===== src/rtl/dmab_pkg.sv =====
// ----------------------------------------------------------------------------
// dmab_pkg
// Shared types and constants for the dual moving average beacon direction
// block: field widths, opcodes, direction codes and reset values.
// ----------------------------------------------------------------------------
`default_nettype none

package dmab_pkg;

  // field widths
  localparam int unsigned SAMPLE_W = 10;
  localparam int unsigned DIR_W    = 2;

  // default window length and reset threshold
  localparam int unsigned WINDOW_DEFAULT  = 5;
  localparam int unsigned THRESHOLD_RESET = 512;

  // request opcodes
  localparam logic OP_SLIDE = 1'b0;
  localparam logic OP_PRIME = 1'b1;

  // reported beacon direction
  typedef enum logic [DIR_W-1:0] {
    DIR_NONE  = 2'd0,
    DIR_LEFT  = 2'd1,
    DIR_RIGHT = 2'd2
  } dir_t;

  // control from the front end to each window
  typedef struct packed {
    logic load;   // request accepted this cycle
    logic prime;  // fill the whole window with the sample
  } win_ctrl_t;

endpackage

`default_nettype wire


===== src/rtl/dmab_window.sv =====
// ----------------------------------------------------------------------------
// dmab_window
// Boxcar window of the last WINDOW samples of one sensor with its running
// sum. A slide drops the oldest sample, a prime fills every tap.
// ----------------------------------------------------------------------------
`default_nettype none

module dmab_window #(
  parameter int unsigned WINDOW = dmab_pkg::WINDOW_DEFAULT,
  parameter int unsigned SUM_W  = 13
) (
  input  wire logic                          clk,
  input  wire logic                          rst,
  input  wire dmab_pkg::win_ctrl_t           ctrl,
  input  wire logic [dmab_pkg::SAMPLE_W-1:0] sample,
  output logic      [SUM_W-1:0]              total
);

  logic [dmab_pkg::SAMPLE_W-1:0] taps [WINDOW];
  logic [SUM_W-1:0]              total_next;

  // running sum update
  always_comb begin
    if (ctrl.prime) begin
      total_next = SUM_W'(sample * WINDOW);
    end else begin
      total_next = total - SUM_W'(taps[WINDOW-1]) + SUM_W'(sample);
    end
  end

  // shift line, oldest sample at the far end
  always_ff @(posedge clk) begin
    if (rst) begin
      for (int i = 0; i < int'(WINDOW); i++) begin
        taps[i] <= '0;
      end
      total <= '0;
    end else if (ctrl.load) begin
      for (int i = 0; i < int'(WINDOW); i++) begin
        if (ctrl.prime || i == 0) begin
          taps[i] <= sample;
        end else begin
          taps[i] <= taps[i-1];
        end
      end
      total <= total_next;
    end
  end

endmodule

`default_nettype wire


===== src/rtl/dmab_decide.sv =====
// ----------------------------------------------------------------------------
// dmab_decide
// Threshold compare of both running sums and the result register. Holds the
// scaled threshold written through the configuration port.
// ----------------------------------------------------------------------------
`default_nettype none

module dmab_decide #(
  parameter int unsigned WINDOW = dmab_pkg::WINDOW_DEFAULT,
  parameter int unsigned SUM_W  = 13
) (
  input  wire logic                          clk,
  input  wire logic                          rst,
  input  wire logic                          cfg_load,
  input  wire logic [dmab_pkg::SAMPLE_W-1:0] cfg_threshold,
  input  wire logic                          load,
  input  wire logic [SUM_W-1:0]              left_total,
  input  wire logic [SUM_W-1:0]              right_total,
  output dmab_pkg::dir_t                     direction,
  output logic                               arrived
);

  logic [SUM_W-1:0] limit;
  logic             left_hit;
  logic             right_hit;
  dmab_pkg::dir_t   direction_next;

  // threshold scaled by the window length
  always_ff @(posedge clk) begin
    if (rst) begin
      limit <= SUM_W'(dmab_pkg::THRESHOLD_RESET * WINDOW);
    end else if (cfg_load) begin
      limit <= SUM_W'(cfg_threshold * WINDOW);
    end
  end

  // per side detection and direction pick, tie goes right
  always_comb begin
    left_hit  = left_total > limit;
    right_hit = right_total > limit;
    priority if (left_hit && right_hit) begin
      direction_next = (left_total > right_total) ? dmab_pkg::DIR_LEFT
                                                  : dmab_pkg::DIR_RIGHT;
    end else if (left_hit) begin
      direction_next = dmab_pkg::DIR_LEFT;
    end else if (right_hit) begin
      direction_next = dmab_pkg::DIR_RIGHT;
    end else begin
      direction_next = dmab_pkg::DIR_NONE;
    end
  end

  // result register
  always_ff @(posedge clk) begin
    if (load) begin
      direction <= direction_next;
      arrived   <= left_hit || right_hit;
    end
  end

endmodule

`default_nettype wire


===== src/rtl/dual_moving_average_beacon_direction_core.sv =====
// ----------------------------------------------------------------------------
// dual_moving_average_beacon_direction_core
// Dual boxcar moving average over left and right sensor samples with a
// threshold detector that reports the beacon direction.
// ----------------------------------------------------------------------------
// Usage:
//   input channel (in_valid/in_ready) carries one sample pair per request;
//   opcode slides the window by one pair or primes the whole window.
//   output channel (out_valid/out_ready) returns direction and arrived,
//   exactly one result per request, in order.
//   config channel (cfg_valid/cfg_ready) writes the threshold; write it only
//   while no request is in flight.
// Timing:
//   the window and sums update at accept; the compare then lands in the
//   result register once the output stage is free.
//   one request per cycle is sustained while out_ready stays high.
// Reset:
//   rst clears both windows and sums, the pipeline valids, and sets the
//   threshold to 512. Ready is low during reset.
// Stall:
//   when out_ready is low, the result holds, the middle stage fills, and then
//   in_ready drops until the result is taken.
// ----------------------------------------------------------------------------
`default_nettype none

module dual_moving_average_beacon_direction_core #(
  parameter int unsigned WINDOW = dmab_pkg::WINDOW_DEFAULT
) (
  input  wire logic                          clk,
  input  wire logic                          rst,
  // input channel
  input  wire logic                          in_valid,
  output logic                               in_ready,
  input  wire logic                          opcode,
  input  wire logic [dmab_pkg::SAMPLE_W-1:0] left_sample,
  input  wire logic [dmab_pkg::SAMPLE_W-1:0] right_sample,
  // output channel
  output logic                               out_valid,
  input  wire logic                          out_ready,
  output logic      [dmab_pkg::DIR_W-1:0]    direction,
  output logic                               arrived,
  // config channel
  input  wire logic                          cfg_valid,
  output logic                               cfg_ready,
  input  wire logic [dmab_pkg::SAMPLE_W-1:0] threshold
);

  localparam int unsigned SUM_W =
    $clog2(WINDOW * ((1 << dmab_pkg::SAMPLE_W) - 1) + 1);

  logic                mid_valid;
  logic                out_free;
  logic                mid_advance;
  dmab_pkg::win_ctrl_t win_ctrl;
  logic [SUM_W-1:0]    left_total;
  logic [SUM_W-1:0]    right_total;
  dmab_pkg::dir_t      dir_q;

  // handshake and stage enables
  always_comb begin
    out_free       = !out_valid || out_ready;
    mid_advance    = mid_valid && out_free;
    in_ready       = !rst && (!mid_valid || out_free);
    cfg_ready      = !rst;
    win_ctrl.load  = in_valid && in_ready;
    win_ctrl.prime = opcode == dmab_pkg::OP_PRIME;
  end

  // stage valids
  always_ff @(posedge clk) begin
    if (rst) begin
      mid_valid <= 1'b0;
      out_valid <= 1'b0;
    end else begin
      if (win_ctrl.load) begin
        mid_valid <= 1'b1;
      end else if (mid_advance) begin
        mid_valid <= 1'b0;
      end
      if (mid_advance) begin
        out_valid <= 1'b1;
      end else if (out_ready) begin
        out_valid <= 1'b0;
      end
    end
  end

  dmab_window #(
    .WINDOW (WINDOW),
    .SUM_W  (SUM_W)
  ) u_left (
    .clk    (clk),
    .rst    (rst),
    .ctrl   (win_ctrl),
    .sample (left_sample),
    .total  (left_total)
  );

  dmab_window #(
    .WINDOW (WINDOW),
    .SUM_W  (SUM_W)
  ) u_right (
    .clk    (clk),
    .rst    (rst),
    .ctrl   (win_ctrl),
    .sample (right_sample),
    .total  (right_total)
  );

  dmab_decide #(
    .WINDOW (WINDOW),
    .SUM_W  (SUM_W)
  ) u_decide (
    .clk           (clk),
    .rst           (rst),
    .cfg_load      (cfg_valid && cfg_ready),
    .cfg_threshold (threshold),
    .load          (mid_advance),
    .left_total    (left_total),
    .right_total   (right_total),
    .direction     (dir_q),
    .arrived       (arrived)
  );

  assign direction = dir_q;

endmodule

`default_nettype wire


===== config.mk =====
export PLATFORM = sky130hd
export DESIGN_NAME = dual_moving_average_beacon_direction_core
export DESIGN_NICKNAME = d
export VERILOG_FILES = /design/src/rtl/dmab_pkg.sv /design/src/rtl/dmab_window.sv /design/src/rtl/dmab_decide.sv /design/src/rtl/dual_moving_average_beacon_direction_core.sv
export SDC_FILE = /design/constraint.sdc
export NUM_CORES = 1
export LEC_CHECK = 0
export ABC_AREA = 1
export BUFFER_PORTS_ARGS = -buffer_cell sky130_fd_sc_hd__buf_2
export CAP_MARGIN = 10
export CORE_ASPECT_RATIO = 0.75
export CORE_MARGIN = 4
export CORE_UTILIZATION = 57
export DETAILED_ROUTE_END_ITERATION = 6
export HOLD_SLACK_MARGIN = 0.06
export PLACE_DENSITY = 0.77
export RECOVER_POWER = 100
export SYNTH_ARGS = -nofsm -noshare
export SYNTH_HDL_FRONTEND = slang
export SYNTH_HIERARCHICAL = 1
export SYNTH_SLANG_ARGS = --single-unit

===== constraint.sdc =====
create_clock -name clk -period 2.2 [get_ports clk]
set_clock_uncertainty 0.2 [all_clocks]
set_input_delay 0.22 -clock clk [delete_from_list [all_inputs] [get_ports clk]]
set_output_delay 0.22 -clock clk [all_outputs]
set_load 0.02 [all_outputs]

==> results.toml, run 1 <==
[drt]
via_count = 9368
drc = 0
routed_wl_mm = 28.60
firstDrtPassIters = 6
post_drt_via_cell_ratio = 5.533
wire_per_inst_um = 16.89
final_antenna_net_count = 0
drtIter0Drc = 1057

[run]
cap_viol_max_count = 0

[synthesis]
synth.top_cell.area_share_pct = 29.99
synthTopCellsByArea = "edfxtp_1, ha_1, nand2_1, inv_1, dfxtp_1"
ys_warn_count = 6
synth_edf_count = 103
async_reset_ff_share_pct = 0
synth_area_per_cell_um2 = 8.025
synthFlopType = "edfxtp_1"
synth_nets = 1457
synth.largest_area_cell = "edfxtp_1"
syn_inst = 1285
yosysUniqueCellTypes = 36
netlist_area_um2 = 10310
synth_seq_cells = 144
ys_seq_area_share_pct = 37.95

[floorplan]
start_util_pct = 58.23
die_x_um = 163.3
die_area_um2 = 20330
num_rows = 42
io_pins = 42
die_h_um = 124.5
core-area_um2 = 17710

[sta]
setup_slack_ns = -0.1985
drv_slew = 0
tns_ns = -2.346
tightest_slew_ns = 0.5568
min_period_over_period_pct = 109.0
rsz0062_at_grt = "yes"
holdWs_ns = 0.1042
fmax_ghz = 0.4169
relSlewSlack_pct = 62.79
finalHoldViolCount = 0
finalSetupViolCount = 19
finalWorstPathRequiredPeriod_ns = 2.398

[critical_path]
worst_setup_path_start_kind = "flop"
cp_cell_sequence = "fa_1 > inv_2 > ha_4 > nand2_4 > nor2_4 > nand3_2 > nand3_2 > nand2_1 > nand3_1 > nand3_1 > nand2_1 > inv_1"
max_stage_delay_ns = 0.56
critPathCaptureType = "flop"
crit_type = "flop to flop"
critPathBufInv = 2
path_delay_family = "adder cells"
crit_path_start = "u_left/taps[4][9]"
cp_max_fo = 5
cp.required_ns = 2.33
reg2reg_from = "u_left/taps[4][9]"
critPathSlowestCell = "fa_1"
rr_worst_depth = 12
arrival_ns = 2.53
r2r_slack_ns = -0.20
r2r-end = "u_left/total[11]"

[cts]
cts_htree_levels = 4
cts_tree = "built"
clockRootBuffer = "clkbuf_16"
clk_pin_slew_worst_paths_ns = 0.07
cts_max_path_buffers = 2
numCtsBuffers = 17
clock-sinks = 144
insertion_delay_ns = 0.43

[place]
portBuffers = 41
dp.cells = 1642
gp_congestion = 0.9476
place_ws_ns = -0.2340
detailed_place_hpwl_mm = 19.66
place_area_um2 = 11590

[layout]
antennaDiodeCount = 0
final_cell_mix = "nand2_1, inv_1, buf_4"
final_core_util_pct = 73.31
syn_to_final_growth_pct = 25.89
drive_above_1_share_pct = 26.67
layout_commonest_cell = "nand2_1"
final_area_um2 = 12980
instances_no_fill = 1693
final_nets = 1610

[power]
leakage_nw = 6.401
sw_frac_of_total_pct = 35.83
power_switching_mw = 3.423
seq_power_share_pct = 33.4
irDropWorstVdd_mv = 0.5169
total_power_mw = 9.555
p_per_area_nw_per_um2 = 736.0
clkPwrFrac_pct = 30.2
combPwrFrac_pct = 36.4
p_int_mw = 6.131

[worst_hold_path]
hp-start = "cfg_valid"
hold_end = "u_decide/limit[12]"
hold_path.class = "input pin to flop"
worstHoldPathCells = 5

[grt]
grtUsageTotal_pct = 26.92
grt_max_degree = 33
antenna_found_initial = 1
grt_pass1_wl_mm = 43.60
grt_pass1_vias = 8871
grt-ovfl-total = 0

[status]
violations = "negative setup slack"
outcome = "finished with violations"
==> synthesized netlist by cell type (3+ instances only) <==
library cell    n
clkbuf_1       11
edfxtp_1      103
a31oi_1         7
fa_1           23
nand3b_1        6
nor2_2         13
o21ai_0        53
nand4_1        14
nand3_1       110
inv_2          14
o211ai_1        3
a21oi_1        94
a21oi_2         7
ha_1          113
nor2_1         47
nand2_2         8
o21ai_1        13
xor2_1         12
inv_1         249
nand3_2         9
o21a_1          4
o21bai_1        3
clkinv_1        5
nand2_1       291
xnor2_1         3
dfxtp_1        41
buf_2          14
==> worst reg2reg max path: cells and delay by family, from the launching register on <==
family	cells	cell delay [ns]
buffers and inverters	2	0.08
DFF	1	0.45
adders and majority gates	2	0.87
and+or+nand+nor	8	0.70
==> layer usage <==
layer  wire [um]  global-route usage (%)
met1       12530                   38.72
met2       12630                   39.95
met3        2777                   7.840
met4         652                   7.199
met5           9                       0
==> power by group through the flow <==
stage	clock [mW]	sequential, mW	combinational, mW
after floorplan	0	3.23	1.83
after global placement	0	3.23	2.61
after detailed placement	0	3.24	2.68
after CTS	2.90	3.18	3.03
after global routing	3.03	3.20	3.80
final	2.88	3.19	3.48
==> flip-flops by register name, indices dropped and copies added (netlist names) <==
register,count
u_decide/limit,13
u_right/total,13
mid_valid,1
u_decide/arrived,1
u_decide/direction,2
u_right/taps,50
u_left/taps,50
out_valid,1
u_left/total,13
==> kinds of logic after synthesis <==
kind of cell | Yosys count | synth area share [%]
buf+inv | 298 | 11.16
flops | 144 | 37.95
compound gates | 188 | 9.828
simple gates | 504 | 21.61
xor+xnor | 15 | 1.274
fa+ha+maj | 136 | 18.18
==> what timing repair did <==
| action | in CTS | in global routing |
|---|---|---|
| pin swaps | 27 | 45 |
| resized for setup | 83 | 106 |
| cloned | 0 | 2 |
| hold buffers | 10 | 1 |
| buffers inserted | 3 | 4 |
| hold endpoints to repair | 9 | 1 |
| setup endpoints to repair | 19 | 68 |
==> worst max path at each step <==
stage	endpoint	cells past startpoint	slack, ns
5_1_grt	u_left/total[10]	14	-0.28
2_1_floorplan	u_right/total[10]	13	0.001
4_1_cts	u_left/total[10]	14	-0.1
3_5_place_dp	u_right/total[11]	14	-0.23
3_3_place_gp	u_right/total[11]	14	-0.27
6_report	u_left/total[11]	12	-0.20
==> layout make-up <==
| cell class | count | area (um^2) |
|---|---|---|
| multi-input combinational | 843 | 5976 |
| fill | 1211 | 4727 |
| sequential | 144 | 3929 |
| timing repair buffer | 162 | 1165 |
| inverter | 268 | 1025 |
| clock buffer | 17 | 425.4 |
| tap | 242 | 302.8 |
| clock inverter | 15 | 147.6 |
| timing repair inverter | 2 | 12.51 |
(Power assumes the default switching activity.)
==> run 2, diff against run 1 <==
MAX_ROUTING_LAYER = met4   (was not set)
==> run 2 against run 1 <==
Net effect: the flow still finishes with violations (negative setup slack); critical endpoint is now u_right/total[10]; first-iteration DRC count up 0.19%; critical path depth down 2; clock power up 2%; flip-flop and latch count unchanged; design area about the same; count of clock-buffer cells in the layout unchanged; die area unchanged; global-route usage up 1.3 points; combinational power down 2%; sequential power about the same; final cell count up 0.30%; sequential share of layout area about the same.
==> results.toml, run 2 (same netlist as run 1, synthesis figures left out) <==
[drt]
final_antenna_net_count = 0
wire_per_inst_um = 16.95
firstDrtPassIters = 7
drtIter0Drc = 1059
drc = 0
via_count = 9407
post_drt_via_cell_ratio = 5.540
routed_wl_mm = 28.79

[place]
gp_congestion = 0.9930
dp.cells = 1643
detailed_place_hpwl_mm = 19.62
portBuffers = 41

[critical_path]
rr_worst_depth = 10
timing.critical_path.mode_cell = "nand3_1"
critPathSlowestCell = "fa_1"
max_stage_delay_ns = 0.55
arrival_ns = 2.58
cp.required_ns = 2.34
cp_max_fo = 3
r2r-end = "u_right/total[10]"
worst_setup_path_start_kind = "flop"
cp_cell_sequence = "fa_1 > inv_2 > fa_2 > buf_4 > nand3_1 > nand4_1 > nand3_1 > nand3_1 > nand2_1 > inv_1"
critPathCaptureType = "flop"
crit_type = "flop to flop"
reg2reg_from = "u_right/taps[4][1]"
r2r_slack_ns = -0.24

[sta]
finalSetupViolCount = 20
finalWorstPathRequiredPeriod_ns = 2.444
rsz0062_at_grt = "yes"
finalHoldViolCount = 0
setup_slack_ns = -0.2442
min_period_over_period_pct = 111.1
relSlewSlack_pct = 61.69
tightest_slew_ns = 0.5741
tns_ns = -2.796
fmax_ghz = 0.4091
drv_slew = 0

[layout]
final_nets = 1614
top_regs = "u_left/taps: 50 flops, u_right/taps: 50 flops"
syn_to_final_growth_pct = 25.79
final_core_util_pct = 73.25
layout_commonest_cell = "nand2_1"
drive_above_1_share_pct = 25.43
instances_no_fill = 1698
final_cell_mix = "nand2_1, inv_1, buf_4"

[cts]
cts_tree = "built"
clk_pin_slew_worst_paths_ns = 0.07
cts_htree_levels = 4
clock-sinks = 144
cts_max_path_buffers = 2
clockRootBuffer = "clkbuf_16"
insertion_delay_ns = 0.44
numCtsBuffers = 17

[grt]
grtUsageTotal_pct = 28.21
grt_pass1_wl_mm = 44.56
grt_max_degree = 33
antenna_found_initial = 1
grt_pass1_vias = 8890
grt-ovfl-total = 0

[worst_hold_path]
hold_path.class = "input pin to flop"
hold_end = "u_decide/limit[11]"
worstHoldPathCells = 6
hp-start = "cfg_valid"

[power]
irDropWorstVdd_mv = 0.5516
total_power_mw = 9.545
p_per_area_nw_per_um2 = 735.8
leakage_nw = 6.414

[floorplan]
die_x_um = 163.3
io_pins = 42
num_rows = 42
core-area_um2 = 17710
start_util_pct = 58.23
die_h_um = 124.5
die_area_um2 = 20330

[status]
outcome = "finished with violations"
violations = "negative setup slack"

[run]
cap_viol_max_count = 0
[run 2: power by group]
group	internal, mW	switching (mW)	total, mW
Sequential	3.10	0.0860	3.19
Clock	1.61	1.33	2.94
Combinational	1.40	2.01	3.41
[run 2: cell type report]
class	instances	area, um^2
antenna	1	2.502
clock buffer	17	425.4
clock inverter	15	166.4
fill	1254	4737
inverter	268	1022
multi-input combinational	843	5909
sequential	144	3928
tap	242	302.8
timing repair buffer	167	1209
timing repair inverter	1	7.507
[run 2: routing by layer]
metal	share of wire, %	track usage [%]
met1	44	40.69
met3	9.6	6.417
met5	0	-
met2	44	40.15
met4	2.2	7.840
[run 2: stage by stage]
stage	worst slack, ns	area (um^2)	hold slack (ns)
finish	-0.2442	12970	0.08864
global route	-0.3568	12970	0.1032
CTS	-0.1217	12670	0.07058
detailed placement	-0.2277	11600	0.2778
global placement	-0.2420	11600	0.2686
floorplan	0.001387	10420	0.08244
[run 2: worst max path at each step]
stage	startpoint	to	cells past startpoint
floorplan	u_right/total[6]	u_right/total[10]	13
global placement	u_right/total[5]	u_right/total[11]	15
detailed placement	right_sample[3]	u_right/total[8]	13
CTS	u_right/total[5]	u_right/total[12]	13
global route	u_right/taps[4][1]	u_right/total[6]	9
finish	u_right/taps[4][1]	u_right/total[10]	10
[run 2: what timing repair did]
action                                  in CTS  in global routing
pin swaps                                   34                 35
hold buffers                                10                  0
buffers inserted                             7                  5
gates cloned                                 0                  1
endpoints found under the setup margin      18                 97
resized for setup                           86                 80
endpoints found under the hold margin       10                  0
[run 2: worst max-delay path, delay by kind of cell (launching register included)]
family,cells,cell delay [ns]
adder cells (fa/ha/maj),2,0.92
AND/OR/NAND/NOR,5,0.51
flip-flops,1,0.46
buffers and inverters,3,0.25
